## src/sv/gfba_pkg.sv

```systemverilog
// ----------------------------------------------------------------------------
// Grouped free-block allocator package
// Sizes, codes, command and status groups, and the count clamp.
// ----------------------------------------------------------------------------
package gfba_pkg;

    localparam int NUM_BLOCKS = 1024;
    localparam int GROUP_SIZE = 50;
    localparam int ROW_WORDS  = GROUP_SIZE + 1;

    localparam int BLK_W   = 10;
    localparam int WORD_W  = 11;
    localparam int FC_W    = $clog2(NUM_BLOCKS + 1);
    localparam int CNT_W   = $clog2(GROUP_SIZE + 1);
    localparam int IDX_W   = $clog2(ROW_WORDS + 1);
    localparam int ST_AW   = $clog2(ROW_WORDS);
    localparam int GS_DEPTH = NUM_BLOCKS * ROW_WORDS;
    localparam int GADDR_W = $clog2(GS_DEPTH);

    localparam logic [WORD_W-1:0] END_MARK = {WORD_W{1'b1}};

    localparam logic REQ_ALLOC = 1'b0;
    localparam logic REQ_FREE  = 1'b1;

    typedef struct packed {
        logic capture;
        logic push;
        logic ignore;
        logic fail;
        logic flush_step;
        logic load_start;
        logic load_step;
        logic pop;
        logic out_load;
    } gfba_cmd_t;

    typedef struct packed {
        logic is_free;
        logic blk_ok;
        logic cnt_full;
        logic cnt_one;
        logic bot_bad;
        logic flush_last;
        logic load_last;
    } gfba_status_t;

    function automatic logic [CNT_W-1:0] clamp_count(input logic [WORD_W-1:0] w);
        logic [CNT_W-1:0] r;
        if (w == '0)
        begin
            r = CNT_W'(1);
        end
        else if (w > WORD_W'(GROUP_SIZE))
        begin
            r = CNT_W'(GROUP_SIZE);
        end
        else
        begin
            r = w[CNT_W-1:0];
        end
        return r;
    endfunction

endpackage

```

## src/sv/gfba_ctrl.sv

```systemverilog
// ----------------------------------------------------------------------------
// Grouped free-block allocator controller
// Sequences push, pop, group flush and group load; owns the handshakes.
// ----------------------------------------------------------------------------
module gfba_ctrl (
    input  logic                  clk,
    input  logic                  rst_n,
    input  logic                  in_valid,
    output logic                  in_ready,
    output logic                  out_valid,
    input  logic                  out_ready,
    input  gfba_pkg::gfba_status_t stat,
    output gfba_pkg::gfba_cmd_t    cmd
);

    localparam logic [2:0] S_IDLE  = 3'd0;
    localparam logic [2:0] S_DISP  = 3'd1;
    localparam logic [2:0] S_POP   = 3'd2;
    localparam logic [2:0] S_FLUSH = 3'd3;
    localparam logic [2:0] S_LOAD  = 3'd4;
    localparam logic [2:0] S_DONE  = 3'd5;

    logic [2:0] state_reg;
    logic [2:0] state_next;
    logic       out_valid_reg;
    logic       out_valid_next;

    assign in_ready  = (state_reg == S_IDLE);
    assign out_valid = out_valid_reg;

    always_comb
    begin
        state_next = state_reg;
        cmd        = '0;
        case (state_reg)
            S_IDLE:
            begin
                if (in_valid)
                begin
                    cmd.capture = 1'b1;
                    state_next  = S_DISP;
                end
            end
            S_DISP:
            begin
                if (stat.is_free)
                begin
                    if (!stat.blk_ok)
                    begin
                        cmd.ignore = 1'b1;
                        state_next = S_DONE;
                    end
                    else if (stat.cnt_full)
                    begin
                        state_next = S_FLUSH;
                    end
                    else
                    begin
                        cmd.push   = 1'b1;
                        state_next = S_DONE;
                    end
                end
                else if (stat.cnt_one)
                begin
                    if (stat.bot_bad)
                    begin
                        cmd.fail   = 1'b1;
                        state_next = S_DONE;
                    end
                    else
                    begin
                        cmd.load_start = 1'b1;
                        state_next     = S_LOAD;
                    end
                end
                else
                begin
                    state_next = S_POP;
                end
            end
            S_POP:
            begin
                cmd.pop    = 1'b1;
                state_next = S_DONE;
            end
            S_FLUSH:
            begin
                cmd.flush_step = 1'b1;
                if (stat.flush_last)
                begin
                    state_next = S_DONE;
                end
            end
            S_LOAD:
            begin
                cmd.load_step = 1'b1;
                if (stat.load_last)
                begin
                    state_next = S_DONE;
                end
            end
            S_DONE:
            begin
                if (!out_valid_reg || out_ready)
                begin
                    cmd.out_load = 1'b1;
                    state_next   = S_IDLE;
                end
            end
            default:
            begin
                state_next = S_IDLE;
            end
        endcase
    end

    always_comb
    begin
        out_valid_next = out_valid_reg;
        if (cmd.out_load)
        begin
            out_valid_next = 1'b1;
        end
        else if (out_ready)
        begin
            out_valid_next = 1'b0;
        end
    end

    always_ff @(posedge clk or negedge rst_n)
    begin
        if (!rst_n)
        begin
            state_reg     <= S_IDLE;
            out_valid_reg <= 1'b0;
        end
        else
        begin
            state_reg     <= state_next;
            out_valid_reg <= out_valid_next;
        end
    end

endmodule

```

## config.mk

```make
export PLATFORM = sky130hd
export DESIGN_NAME = gfba_ctrl
export DESIGN_NICKNAME = d
export VERILOG_FILES = /design/src/sv/gfba_pkg.sv /design/src/sv/gfba_ctrl.sv
export SDC_FILE = /design/constraint.sdc
export NUM_CORES = 1
export LEC_CHECK = 0
export ABC_AREA = 1
export ABC_CLOCK_PERIOD_IN_PS = 2330
export BUFFER_PORTS_ARGS = -buffer_cell sky130_fd_sc_hd__buf_2
export CAP_MARGIN = 10
export CORE_AREA = 2 2 39 41
export DETAILED_ROUTE_END_ITERATION = 10
export DIE_AREA = 0 0 41 43
export PLACE_DENSITY = 0.63
export SLEW_MARGIN = 10
export SYNTH_ARGS = -nofsm -noshare
export SYNTH_HDL_FRONTEND = slang
export SYNTH_SLANG_ARGS = --single-unit
```

## constraint.sdc

```tcl
create_clock -name clk -period 2.33 [get_ports clk]
set_input_delay 0.3495 -clock clk [delete_from_list [all_inputs] [get_ports clk]]
set_output_delay 0.3495 -clock clk [all_outputs]
set_load 0.05 [all_outputs]
```

==> metrics.md <==
| Metric | Value |
|---|---|
| RSZ-0062 raised after global routing | `false` |
| Diode count | `0` |
| Min-Delay Path Class | `in -> reg` |
| Via/cell ratio | `4.140` |
| Max-cap check violation count | `0` |
| Proportion of layout cells with a drive suffix above 1 | `38.10%` |
| Worst R2R Setup Slack | `1.18 ns` |
| DRC violations left | `0` |
| Post-synthesis register bit count | `4` |
| Root Driver | `clkbuf_4` |
| Die area | `1763 um^2` |
| Peak supply drop | `0.0004172 V` |
| Critical path peak fanout | `5` |
| Final hold violations | `0` |
| CTS Buf Count | `3` |
| Synth Area in XOR/XNOR | `0%` |
| WL/cell | `roughly 7.3 um` |
| First-pass DRT Iterations | `4` |
| R2R depth | `5` |
| Synth area leaders | `dfrtp_1 28%, nand2_1 19%, inv_1 11%, nor3_1 6.9%, nor2_1 6.3%` |
| Adder-cell area share of the yosys netlist | `0%` |
| Hold depth | `2` |
| Fin. max-slew vios | `0` |
| Area Growth Syn to Fin | `39.58%` |
| # fillers | `roughly 160` |
| Post-Route WL | `729 um` |
| Synthesized netlist cell count | `61` |
| Sink Count | `4` |
| Synth Warn # | `0` |
| Yosys top cell area share | `27.78%` |
| Detailed placement HPWL | `615.6 um` |
| Syn nets | `between 70 and 80` |
| Sequential Area | `100.1 um^2` |
| Outcome | `finished, final reports clean` |
| Skew-Pair Late Insertion Delay | `0.23 ns` |
| CP required | `1.98 ns` |
| Final-stage net count | `97` |
| Fmax | `around 550 MHz` |
| Antenna violations before repair | `0` |
| Register area share after synthesis | `between 20% and 30%` |
| Via Count | `414` |
| Worst endpoint data arrival time | `1.46 ns` |
| Row count | `14` |
| CTS tree | `done` |
| Element type at the critical path start | `flip-flop` |
| CP Class | `reg -> out` |
| Combinational family with the most area after synthesis | `simple AND/OR/NAND/NOR gates` |
| Max reg flops | `3` |
| Total gr overflow | `0` |
| Iter 0 DRT Violations | `1` |
| Die Width | `41 um` |
| Area taken by multi-input logic gates | `200.2 um^2` |
| Tightest Pin Transition | `between 0.2 and 0.3 ns` |
| Leak pwr | `0.3123 nW` |
| Min Hold Slack | `approximately 0.34 ns` |
| Number of setup buffers added after CTS | `0` |
| P per Cell Area | `1368 nW/um^2` |
| Layout Skew | `0.002084 ns` |
| Core ar. | `between 1000 and 1500 um^2` |
| Vias in the first global route | `310` |
| Post-synth top area cell | `dfrtp_1` |
| Syn Area/Cell | `5.907 um^2` |
| Bufs on Longest Clock Path | `2` |
| Io pins | `22` |
| Die Height | `43 um` |
| Largest net degree at the start of global routing | `10` |
| First-pass GRT wire length | `1200 um` |
| PortBufs | `21` |
| Gr usage total | `10.18%` |
| Simple-gate portion of the synthesized area | `50.00%` |
| Compound-Gate Fraction of Synth Area | `5.556%` |
| Htree depth | `1` |
| Reg clk slew, reported paths | `0.04 ns` |
| Gpl congestion | `around 0.66` |
| Total negative slack | `0 ns` |
| Critical Path Sink Type | `primary output` |
| Final number of setup-violating endpoints | `0` |
| Netlist cell types | `14` |
| Min Clock Period, post-route | `1.808 ns` |
| Multiplexer share of the synthesized area | `0%` |
| Starting density of the core | `26.04%` |
| Slew margin rel. | `81.75%` |
| Antenna-violating nets left | `0` |
| Period utilization | `77.60%` |
| Post-Syn Area | `360.3 um^2` |
-- Yosys cell counts --
library cell,number
o21ai_1,1
nor4_2,1
nor2_1,6
inv_1,11
o21ai_0,2
nand3_1,3
nor3_1,5
inv_2,1
nand2_2,3
nor2_2,3
dfrtp_1,4
a21oi_1,1
buf_4,2
nand2_1,18
-- worst max-delay path, stage by stage (launching register included) --
cell and delay, ns:
dfrtp_1 0.42, inv_1 0.11, nand2_1 0.07, nor2_2 0.14, inv_2 0.08, nor4_2 0.12, buf_2 0.30
-- cell type report --
| type | instances | share of cell area [%] |
|---|---|---|
| multi-input combinational | 43 | 39.80 |
| tap | 16 | 3.980 |
| inverter | 12 | 8.955 |
| timing repair buffer | 22 | 22.89 |
| sequential | 4 | 19.90 |
| clock buffer | 3 | 4.478 |
-- cells in the final DEF (no fill, tap or decap), drive strengths merged --
master        n
clkbuf        3
dlygate4sd3   1
nor4          1
inv          12
nor2          9
a21oi         1
o21ai         3
nand3         3
dfrtp         4
buf          21
nor3          5
nand2        21
-- worst paths after layout --
| check | to | start |
|---|---|---|
| min | out_valid | out_ready |
| max reg2reg | state_reg[2] | state_reg[2] |
| min reg2reg | out_valid | out_valid |
| max in group asynchronous | state_reg[2] | rst_n |
| max | cmd[7] | state_reg[1] |
| min in group asynchronous | state_reg[0] | rst_n |
-- through the flow --
stage               total power [mW]  util, %  instance area (um^2)  std cells  worst slack, ns
global route                  0.7581    36.35                 503.0        100           0.3708
floorplan                     0.5342        -                 360.3         61           0.1880
finish                        0.6883    36.35                 503.0        100           0.5218
CTS                           0.6997    36.35                 503.0        100           0.5014
global placement              0.6078    34.00                 470.5         96           0.7834
detailed placement            0.6099    34.00                 470.5         96           0.7621
-- timing repair --
action | in CTS | in global routing
endpoints found under the setup margin | 0 | 0
hold buffers | 1 | 0
gates resized for setup | 0 | 0
hold endpoints to repair | 4 | 0
-- cell families (layout without fill, tap and decap cells) --
kind of cell	Yosys count	count (layout)
compound gates	4	4
flops	4	4
buf+inv	14	37
simple gates	39	39
-- routing by layer --
metal / vias up / GRT usage, % / part of all wire, % / wire length, um
met2: 15 / 13.13 / 48 / 349
met5: - / 0 / 0 / 0
met3: 0 / 3.141 / 7.8 / 57
li1: 234 / - / - / -
met1: 165 / 13.36 / 44 / 321
met4: 0 / 8.000 / 0 / 0
-- where the power goes --
group	leakage, nW	internal (mW)	total (mW)	switching [mW]
logic	0.248	0.118	0.459	0.341
clock network	0.0138	0.0575	0.0838	0.0263
registers	0.0510	0.101	0.145	0.0440
(Power assumes the default switching activity.)
